### src/iat_pkg.sv
// Shared types, codes and field widths for the indexed array table.
package iat_pkg;

   localparam int CAPACITY_DEF = 16;

   localparam int ACTION_W = 3;
   localparam int POS_W    = 5;
   localparam int VALUE_W  = 32;
   localparam int STATUS_W = 2;
   localparam int IDX_W    = 5;
   localparam int COUNT_W  = 5;

   localparam logic [IDX_W-1:0] NO_INDEX = '1;

   typedef enum logic [ACTION_W-1:0] {
      ACT_APPEND = 3'd0,
      ACT_POP    = 3'd1,
      ACT_INSERT = 3'd2,
      ACT_ERASE  = 3'd3,
      ACT_FIND   = 3'd4,
      ACT_DUMP   = 3'd5
   } action_type;

   typedef enum logic [STATUS_W-1:0] {
      STAT_DONE = 2'd0,
      STAT_FULL = 2'd1,
      STAT_BAD  = 2'd2
   } status_type;

   // controller -> datapath
   typedef struct packed {
      logic exec;
      logic scan_start;
      logic step;
      logic find_emit;
      logic dump_emit;
   } ctl_cmd_type;

   // datapath -> controller
   typedef struct packed {
      logic out_free;
      logic count_zero;
      logic hit;
      logic at_end;
   } ctl_sts_type;

endpackage

### src/iat_if.sv
// Item channels of the indexed array table: request and response.
interface iat_req_if;
   logic                              valid;
   logic                              ready;
   logic [iat_pkg::ACTION_W-1:0]      action;
   logic [iat_pkg::POS_W-1:0]         position;
   logic signed [iat_pkg::VALUE_W-1:0] value;

   modport source (output valid, action, position, value, input ready);
   modport sink   (input valid, action, position, value, output ready);
endinterface

interface iat_rsp_if;
   logic                               valid;
   logic                               ready;
   logic [iat_pkg::STATUS_W-1:0]       status;
   logic signed [iat_pkg::IDX_W-1:0]   found_index;
   logic signed [iat_pkg::VALUE_W-1:0] element;
   logic [iat_pkg::COUNT_W-1:0]        element_count;
   logic                               last;

   modport source (output valid, status, found_index, element, element_count, last,
                   input ready);
   modport sink   (input valid, status, found_index, element, element_count, last,
                   output ready);
endinterface

### src/iat_ctrl.sv
// Controller state machine: request intake, find scan and dump sequencing.
module iat_ctrl (
   input  logic                         clock,
   input  logic                         reset,
   input  logic                         req_valid,
   input  logic [iat_pkg::ACTION_W-1:0] req_action,
   output logic                         req_ready,
   input  iat_pkg::ctl_sts_type         sts,
   output iat_pkg::ctl_cmd_type         cmd
);
   import iat_pkg::*;

   typedef enum logic [2:0] {
      ST_IDLE = 3'b001,
      ST_FIND = 3'b010,
      ST_DUMP = 3'b100
   } state_type;

   state_type state_ff, state_in;
   logic      accept;

   assign req_ready = (state_ff == ST_IDLE) && sts.out_free;
   assign accept    = req_valid && req_ready;

   always_comb begin
      state_in = state_ff;
      cmd      = '0;
      case (state_ff)
         ST_IDLE: begin
            if (accept) begin
               if (req_action == ACT_FIND && !sts.count_zero) begin
                  cmd.scan_start = 1'b1;
                  state_in       = ST_FIND;
               end else if (req_action == ACT_DUMP && !sts.count_zero) begin
                  cmd.scan_start = 1'b1;
                  state_in       = ST_DUMP;
               end else begin
                  cmd.exec = 1'b1;
               end
            end
         end
         ST_FIND: begin
            if (sts.hit || sts.at_end) begin
               if (sts.out_free) begin
                  cmd.find_emit = 1'b1;
                  state_in      = ST_IDLE;
               end
            end else begin
               cmd.step = 1'b1;
            end
         end
         ST_DUMP: begin
            if (sts.out_free) begin
               cmd.dump_emit = 1'b1;
               if (sts.at_end) begin
                  state_in = ST_IDLE;
               end else begin
                  cmd.step = 1'b1;
               end
            end
         end
         default: begin
            state_in = ST_IDLE;
         end
      endcase
   end

   always_ff @(posedge clock) begin
      if (reset) begin
         state_ff <= ST_IDLE;
      end else begin
         state_ff <= state_in;
      end
   end

endmodule

### src/iat_dpath.sv
// Datapath: element cells with parallel shift, count, scan index, response register.
module iat_dpath #(
   parameter int CAPACITY = iat_pkg::CAPACITY_DEF
) (
   input  logic                                clock,
   input  logic                                reset,
   input  logic [iat_pkg::ACTION_W-1:0]        req_action,
   input  logic [iat_pkg::POS_W-1:0]           req_position,
   input  logic signed [iat_pkg::VALUE_W-1:0]  req_value,
   input  iat_pkg::ctl_cmd_type                cmd,
   output iat_pkg::ctl_sts_type                sts,
   input  logic                                rsp_ready,
   output logic                                rsp_valid,
   output logic [iat_pkg::STATUS_W-1:0]        rsp_status,
   output logic signed [iat_pkg::IDX_W-1:0]    rsp_found_index,
   output logic signed [iat_pkg::VALUE_W-1:0]  rsp_element,
   output logic [iat_pkg::COUNT_W-1:0]         rsp_element_count,
   output logic                                rsp_last
);
   import iat_pkg::*;

   localparam int CW   = $clog2(CAPACITY + 1);
   localparam int IW   = (CAPACITY > 1) ? $clog2(CAPACITY) : 1;
   localparam int CMPW = (CW > POS_W) ? CW : POS_W;

   logic [VALUE_W-1:0] data_ff [CAPACITY];
   logic [VALUE_W-1:0] data_in [CAPACITY];
   logic [VALUE_W-1:0] lower_nb [CAPACITY];
   logic [VALUE_W-1:0] upper_nb [CAPACITY];

   logic [CW-1:0]      count_ff, count_in;
   logic [IW-1:0]      idx_ff, idx_in;
   logic [VALUE_W-1:0] key_ff, key_in;

   logic                      out_valid_ff, out_valid_in;
   logic [STATUS_W-1:0]       out_status_ff, out_status_in;
   logic [IDX_W-1:0]          out_index_ff, out_index_in;
   logic [VALUE_W-1:0]        out_elem_ff, out_elem_in;
   logic [COUNT_W-1:0]        out_count_ff, out_count_in;
   logic                      out_last_ff, out_last_in;

   logic [CMPW-1:0]    pos_ext, cnt_ext;
   logic               full, empty;
   logic [VALUE_W-1:0] rd_data;
   status_type         ex_status;
   logic [CW-1:0]      ex_count;
   logic               do_append, do_insert, do_erase;

   generate
      for (genvar g = 0; g < CAPACITY; g++) begin : g_nb
         if (g == 0) begin : g_lo0
            assign lower_nb[g] = data_ff[g];
         end else begin : g_lo
            assign lower_nb[g] = data_ff[g-1];
         end
         if (g == CAPACITY - 1) begin : g_hiN
            assign upper_nb[g] = data_ff[g];
         end else begin : g_hi
            assign upper_nb[g] = data_ff[g+1];
         end
      end
   endgenerate

   assign pos_ext = CMPW'(req_position);
   assign cnt_ext = CMPW'(count_ff);
   assign full    = (count_ff == CW'(CAPACITY));
   assign empty   = (count_ff == '0);
   assign rd_data = data_ff[idx_ff];

   assign sts.out_free   = !out_valid_ff || rsp_ready;
   assign sts.count_zero = empty;
   assign sts.hit        = (rd_data == key_ff);
   assign sts.at_end     = (CW'(idx_ff) == count_ff - CW'(1));

   // immediate actions
   always_comb begin
      ex_status = STAT_DONE;
      ex_count  = count_ff;
      do_append = 1'b0;
      do_insert = 1'b0;
      do_erase  = 1'b0;
      case (req_action)
         ACT_APPEND: begin
            if (full) begin
               ex_status = STAT_FULL;
            end else begin
               do_append = 1'b1;
               ex_count  = count_ff + CW'(1);
            end
         end
         ACT_POP: begin
            if (empty) begin
               ex_status = STAT_BAD;
            end else begin
               ex_count = count_ff - CW'(1);
            end
         end
         ACT_INSERT: begin
            if (pos_ext > cnt_ext) begin
               ex_status = STAT_BAD;
            end else if (full) begin
               ex_status = STAT_FULL;
            end else begin
               do_insert = 1'b1;
               ex_count  = count_ff + CW'(1);
            end
         end
         ACT_ERASE: begin
            if (pos_ext >= cnt_ext) begin
               ex_status = STAT_BAD;
            end else begin
               do_erase = 1'b1;
               ex_count = count_ff - CW'(1);
            end
         end
         ACT_FIND: begin
            ex_status = STAT_DONE;
         end
         default: begin
            ex_status = STAT_BAD;
         end
      endcase
   end

   // per-cell next value
   always_comb begin
      for (int i = 0; i < CAPACITY; i++) begin
         data_in[i] = data_ff[i];
         if (cmd.exec) begin
            if (do_append && CMPW'(i) == cnt_ext) begin
               data_in[i] = req_value;
            end else if (do_insert && CMPW'(i) == pos_ext) begin
               data_in[i] = req_value;
            end else if (do_insert && CMPW'(i) > pos_ext && CMPW'(i) <= cnt_ext) begin
               data_in[i] = lower_nb[i];
            end else if (do_erase && CMPW'(i) >= pos_ext && CMPW'(i) + CMPW'(1) < cnt_ext) begin
               data_in[i] = upper_nb[i];
            end
         end
      end
   end

   always_comb begin
      count_in = cmd.exec ? ex_count : count_ff;
      key_in   = cmd.scan_start ? req_value : key_ff;
      if (cmd.scan_start) begin
         idx_in = '0;
      end else if (cmd.step) begin
         idx_in = idx_ff + IW'(1);
      end else begin
         idx_in = idx_ff;
      end
   end

   always_comb begin
      out_valid_in  = out_valid_ff && !rsp_ready;
      out_status_in = out_status_ff;
      out_index_in  = out_index_ff;
      out_elem_in   = out_elem_ff;
      out_count_in  = out_count_ff;
      out_last_in   = out_last_ff;
      if (cmd.exec) begin
         out_valid_in  = 1'b1;
         out_status_in = ex_status;
         out_index_in  = NO_INDEX;
         out_elem_in   = '0;
         out_count_in  = COUNT_W'(ex_count);
         out_last_in   = 1'b1;
      end else if (cmd.find_emit) begin
         out_valid_in  = 1'b1;
         out_status_in = STAT_DONE;
         out_index_in  = sts.hit ? IDX_W'(idx_ff) : NO_INDEX;
         out_elem_in   = '0;
         out_count_in  = COUNT_W'(count_ff);
         out_last_in   = 1'b1;
      end else if (cmd.dump_emit) begin
         out_valid_in  = 1'b1;
         out_status_in = STAT_DONE;
         out_index_in  = NO_INDEX;
         out_elem_in   = rd_data;
         out_count_in  = COUNT_W'(count_ff);
         out_last_in   = sts.at_end;
      end
   end

   always_ff @(posedge clock) begin
      if (reset) begin
         count_ff     <= '0;
         out_valid_ff <= 1'b0;
      end else begin
         count_ff     <= count_in;
         out_valid_ff <= out_valid_in;
      end
   end

   always_ff @(posedge clock) begin
      data_ff       <= data_in;
      idx_ff        <= idx_in;
      key_ff        <= key_in;
      out_status_ff <= out_status_in;
      out_index_ff  <= out_index_in;
      out_elem_ff   <= out_elem_in;
      out_count_ff  <= out_count_in;
      out_last_ff   <= out_last_in;
   end

   assign rsp_valid         = out_valid_ff;
   assign rsp_status        = out_status_ff;
   assign rsp_found_index   = out_index_ff;
   assign rsp_element       = out_elem_ff;
   assign rsp_element_count = out_count_ff;
   assign rsp_last          = out_last_ff;

endmodule

### src/indexed_array_table.sv
// Indexed array table: ordered list of signed 32-bit elements, top level.
//
// Channels: req_ch carries one action per item (append, remove last, insert,
// erase, find, dump) with a position and a value; rsp_ch returns result items,
// the final one of each request flagged by last. Both use valid/ready.
// Results: append, remove, insert, erase and rejected actions give their one
// result on the cycle after acceptance; insert and erase shift all cells in
// parallel in that cycle. Find walks the cells one per cycle through the single
// read port of the cell row, up to the first match or the last cell. Dump sends
// count results, one per cycle while rsp_ch takes them, from index zero up.
// Throughput: the next request is taken once the controller is idle and the
// response register is empty or being drained: one item per cycle for the
// single-result actions while rsp_ch is ready, none while a find or dump runs.
// Reset empties the list (count zero) and the response register; cell
// contents are not cleared. When rsp_ch stalls, the response register holds
// its item and request intake or the scan pauses until it is taken.
module indexed_array_table #(
   parameter int CAPACITY = iat_pkg::CAPACITY_DEF
) (
   input  logic       clock,
   input  logic       reset,
   iat_req_if.sink    req_ch,
   iat_rsp_if.source  rsp_ch
);
   import iat_pkg::*;

   ctl_cmd_type cmd;
   ctl_sts_type sts;

   iat_ctrl u_ctrl (
      .clock      (clock),
      .reset      (reset),
      .req_valid  (req_ch.valid),
      .req_action (req_ch.action),
      .req_ready  (req_ch.ready),
      .sts        (sts),
      .cmd        (cmd)
   );

   iat_dpath #(
      .CAPACITY (CAPACITY)
   ) u_dpath (
      .clock             (clock),
      .reset             (reset),
      .req_action        (req_ch.action),
      .req_position      (req_ch.position),
      .req_value         (req_ch.value),
      .cmd               (cmd),
      .sts               (sts),
      .rsp_ready         (rsp_ch.ready),
      .rsp_valid         (rsp_ch.valid),
      .rsp_status        (rsp_ch.status),
      .rsp_found_index   (rsp_ch.found_index),
      .rsp_element       (rsp_ch.element),
      .rsp_element_count (rsp_ch.element_count),
      .rsp_last          (rsp_ch.last)
   );

endmodule

### src/flat_wrapper.sv
// flat-port wrapper written by rule: the top's interface ports become plain ports
module indexed_array_table_flat import iat_pkg::*;
#(
   parameter int CAPACITY = iat_pkg::CAPACITY_DEF
)
  (clock, reset, req_ch_valid, req_ch_action, req_ch_position, req_ch_value, req_ch_ready, rsp_ch_valid, rsp_ch_status, rsp_ch_found_index, rsp_ch_element, rsp_ch_element_count, rsp_ch_last, rsp_ch_ready);
  iat_req_if req_ch_i ();
  iat_rsp_if rsp_ch_i ();
  input  logic clock;
  input  logic reset;
  input wire logic [$bits(req_ch_i.valid)-1:0] req_ch_valid;
  input wire logic [$bits(req_ch_i.action)-1:0] req_ch_action;
  input wire logic [$bits(req_ch_i.position)-1:0] req_ch_position;
  input wire logic [$bits(req_ch_i.value)-1:0] req_ch_value;
  output wire logic [$bits(req_ch_i.ready)-1:0] req_ch_ready;
  output wire logic [$bits(rsp_ch_i.valid)-1:0] rsp_ch_valid;
  output wire logic [$bits(rsp_ch_i.status)-1:0] rsp_ch_status;
  output wire logic [$bits(rsp_ch_i.found_index)-1:0] rsp_ch_found_index;
  output wire logic [$bits(rsp_ch_i.element)-1:0] rsp_ch_element;
  output wire logic [$bits(rsp_ch_i.element_count)-1:0] rsp_ch_element_count;
  output wire logic [$bits(rsp_ch_i.last)-1:0] rsp_ch_last;
  input wire logic [$bits(rsp_ch_i.ready)-1:0] rsp_ch_ready;
  assign req_ch_i.valid = req_ch_valid;
  assign req_ch_i.action = req_ch_action;
  assign req_ch_i.position = req_ch_position;
  assign req_ch_i.value = req_ch_value;
  assign req_ch_ready = req_ch_i.ready;
  assign rsp_ch_valid = rsp_ch_i.valid;
  assign rsp_ch_status = rsp_ch_i.status;
  assign rsp_ch_found_index = rsp_ch_i.found_index;
  assign rsp_ch_element = rsp_ch_i.element;
  assign rsp_ch_element_count = rsp_ch_i.element_count;
  assign rsp_ch_last = rsp_ch_i.last;
  assign rsp_ch_i.ready = rsp_ch_ready;
  indexed_array_table #(.CAPACITY(CAPACITY)) u_core (.clock(clock), .reset(reset), .req_ch(req_ch_i), .rsp_ch(rsp_ch_i));
endmodule
### config.mk
export PLATFORM = sky130hd
export DESIGN_NAME = indexed_array_table_flat
export DESIGN_NICKNAME = d
export VERILOG_FILES = /design/src/iat_pkg.sv /design/src/iat_if.sv /design/src/iat_ctrl.sv /design/src/iat_dpath.sv /design/src/indexed_array_table.sv /design/src/flat_wrapper.sv
export SDC_FILE = /design/constraint.sdc
export NUM_CORES = 2
export LEC_CHECK = 0
export BUFFER_PORTS_ARGS = -buffer_cell sky130_fd_sc_hd__buf_2
export CAP_MARGIN = 10
export CORE_MARGIN = 2
export CORE_UTILIZATION = 35
export DETAILED_ROUTE_END_ITERATION = 10
export PLACE_DENSITY = 0.52
export SYNTH_ARGS = -nofsm -noshare
export SYNTH_HDL_FRONTEND = slang
export SYNTH_HIERARCHICAL = 1
export SYNTH_SLANG_ARGS = --single-unit
### constraint.sdc
create_clock -name clock -period 5.8 [get_ports clock]
set_clock_uncertainty 0.15 [all_clocks]
set_input_delay 0.29 -clock clock [delete_from_list [all_inputs] [get_ports clock]]
set_output_delay 0.29 -clock clock [all_outputs]
set_load 0.02 [all_outputs]
==> impl_results.md <==
- R2r worst-path depth: 13
- Internal Power: 7.727 mW
- Count leader, synth: mux2i_1
- Syn avg cell area: 11.42 sq um
- Synth Instances: 3072
- Register area: 17580 sq um
- Die area: 102800 sq um
- Ranking of synthesized cells by area: edfxtp_1 47%, mux2i_1 16%, o21ai_0 5.5%, nand2_1 5.3%, mux4_2 4.7%
- Share of cells above drive strength 1: 0.1618
- Mapped Area: 35100 sq um
- GRT overflow: 0
- Final net count: 3149
- Setup TNS: 0 ns
- Pins over their slew limit: 0
- Fin worst setup slack: 0.8588 ns
- Final hold vios: 0
- First-pass GRT wire length: 195.9 mm
- Asr flop ratio synth: 0
- Core ar.: 99710 sq um
- Fmax: 202.4 MHz
- Post-Synth Simple-Gate Area: 0.08595
- Synth Flop Type: edfxtp_1
- Hold depth: 3
- EDFF count, synth: 551
- Die height: 320.7 um
- Largest net degree at the start of global routing: 65
- CTS tree: done
- Hold Crit Class: primary input to flip-flop
- Detailed Place HPWL: 83.84 mm
- Initial antenna violation count: 4
- Vias in the first global route: 26360
- Combinational power share: 0.124
- Crit end category: flip-flop
- Die W: 320.7 um
- Synth area leader: edfxtp_1
- Filler cell count: 9471
- RSZ-0062 raised after global routing: false
- Min cycle time layout: 4.941 ns
- Crit path max fanout: 27
- Startpoint Class: flip-flop
- Compound-cell area share of the yosys netlist: 0.1211
- Synth cell count leaders: 573 x mux2i_1, 551 x edfxtp_1, 497 x nand2_1, 388 x o21ai_0, 149 x clkbuf_1
- Num CTS Buffers: 71
- Vias per std cell: 6.039
- Cts hold-fix bufs: 37
- First-pass DRT Iterations: 6
- Clock Power Share: 0.426
- Worst-Skew Late Latency: 0.65 ns
- Multiplexer share of the synthesized area: 0.2385
- Pwr Total: 10.60 mW
- Crit Path Class: flip-flop to flip-flop
- DP Worst Slack: 0.8380 ns
- XOR/XNOR Fraction of Synth Area: 0.01148
- Leak Pwr: 12.52 nW
- Initial Util: 0.3520
- Post-synthesis register bit count: 602
- Htree depth: 3
- Post-route cell area: 39730 sq um
- Critical Path RT: 6.19 ns
- Final Cycle Share: 0.8519
- Via count: 26890
- Worst-margin pin slew: 1.025 ns
- Setup-failing EPs final: 0
- GRT Total Usage: 0.2623
- Clk buf depth: 3
- Pwr dens: 266.8 nW/um^2
- Number of port buffers: 90
- 1st-iter DRT viols: 3165
- Outcome: finished clean
- Syn_nets: 3127
- Seq pwr share: 0.450
- # IOs: 91
- MaxCap Viol Count: 0
- Largest family of logic cells by synthesized area: multiplexers
- Clock Sinks: 602
- Setup bufs post-CTS: 0
- Dpl cell area: 37070 sq um
- RePlAce Congestion: 0.8862
- Avg WL per Cell: 30.76 um
- Worst vdd ir: 0.1742 mV
- Number of cell rows: 116
- Post-synthesis sequential area ratio: 0.5005
- Ys Warns: 6
- Net Sw Power: 2.872 mW
- Post-synthesis adder-cell area fraction: 0.003921
- Reg clk slew, reported paths: 0.06 ns
- Cell variety after synth: 87
- Relative max-transition margin: 0.3164
- Switching part of the total: 0.2710
- Share of the synthesized area in the top cell type: 0.4714
- Area Growth Syn to Fin: 13.20%
- Routed wire length: 137.0 mm
- CTS root buffer: clkbuf_16
- DRC: 0
- Final ANT Viol Nets: 0
- Post-CTS Resized: 0
- Final hold slack: 0.02769 ns
- Data arrival, critical path: 5.33 ns
- Multi-input gate area: 16430 sq um
area by class of cell:
type                            instances  area share
Timing Repair Buffer                  214     0.04434
Antenna cell                            3   0.0001890
Clock inverter                         27    0.007180
Sequential cell                       602      0.4425
Multi-Input combinational cell       2193      0.4135
Tap cell                             1298     0.04088
Clock buffer                          104     0.05036
Inverter                               12    0.001134
worst max-delay path: stages, from the launching register on:
cell	delay, ns
dfxtp_4	0.58
buf_12	0.29
buf_4	0.37
mux4_2	0.57
mux2i_1	0.29
xnor2_1	0.15
a2111oi_0	0.39
a32oi_1	0.19
a2111oi_4	0.32
and3_1	0.37
o21a_1	0.20
nor2b_1	0.31
nand4_2	0.34
o22a_1	0.28
kinds of logic after synthesis:
family / Yosys count
multiplexers: 731
buffers and inverters: 277
adder cells (fa/ha/maj): 11
flip-flops: 602
AO/OA/AOI/OAI: 707
XOR/XNOR: 46
AND/OR/NAND/NOR: 698
layer usage:
layer	share of wire	routed length (um)	up-vias	global-route usage
met3	0.085	11690	290	0.04887
met4	0.037	5042	0	0.09327
met5	0	0	-	0
met1	0.41	56170	13570	0.3485
li1	-	-	11590	-
met2	0.47	64050	1448	0.4275
final timing paths:
kind / from / to / slack [ns]
max reg2reg: u_core/u_dpath/idx_ff[1] / u_core/u_dpath/rsp_found_index[3] / 0.86
min: req_ch_action[1] / u_core/u_dpath/rsp_status[1] / 0.03
max: u_core/u_dpath/idx_ff[1] / u_core/u_dpath/rsp_found_index[3] / 0.86
min reg2reg: u_core/u_dpath/rsp_found_index[4] / u_core/u_dpath/rsp_found_index[4] / 0.32
sequential cells by signal, indices dropped and copies added, names as in the netlist:
register,flops
u_core/u_dpath/data_ff,512
u_core/u_dpath/rsp_status,2
u_core/u_dpath/key_ff,32
u_core/u_dpath/rsp_found_index,5
u_core/u_ctrl/state_ff,3
u_core/u_dpath/idx_ff,4
u_core/u_dpath/rsp_last,1
u_core/u_dpath/cnt_ext,5
u_core/u_dpath/rsp_element,32
u_core/u_dpath/rsp_valid,1
u_core/u_dpath/rsp_element_count,5
power groups by stage:
stage | combinational, mW | clock [mW] | sequential (mW)
2_1_floorplan | 0.823 | 0 | 4.81
3_3_place_gp | 1.25 | 0 | 4.86
3_5_place_dp | 1.26 | 0 | 4.86
4_1_cts | 1.29 | 4.58 | 4.77
5_1_grt | 1.38 | 4.75 | 4.77
6_report | 1.31 | 4.51 | 4.77
per-stage QoR:
step	std cells	utilization
after floorplan	3072	-
after global placement	4282	0.3717
after detailed placement	4282	0.3717
after CTS	4450	0.3984
after global routing	4451	0.3984
final	4453	0.3985
placed cells by master, fill, tap and decap left out, types with 9 or more instances in the layout:
cell type / n
a21o_1: 9
a21oi_1: 58
a22o_1: 23
a22oi_1: 52
and2_1: 10
buf_12: 23
buf_2: 90
buf_4: 64
clkbuf_1: 23
clkbuf_16: 71
clkbuf_8: 10
clkinv_1: 9
clkinv_2: 9
dfxtp_1: 47
dlygate4sd3_1: 37
edfxtp_1: 551
ha_1: 11
inv_1: 10
mux2_2: 81
mux2i_1: 573
mux4_2: 74
nand2_1: 496
nand2b_1: 14
nand3_1: 25
nor2_1: 67
nor2b_1: 16
nor3_1: 18
o21ai_0: 387
o21ai_1: 60
o22ai_1: 9
o31a_2: 9
xnor2_1: 32
xor2_1: 14
(Power assumes the default switching activity.)
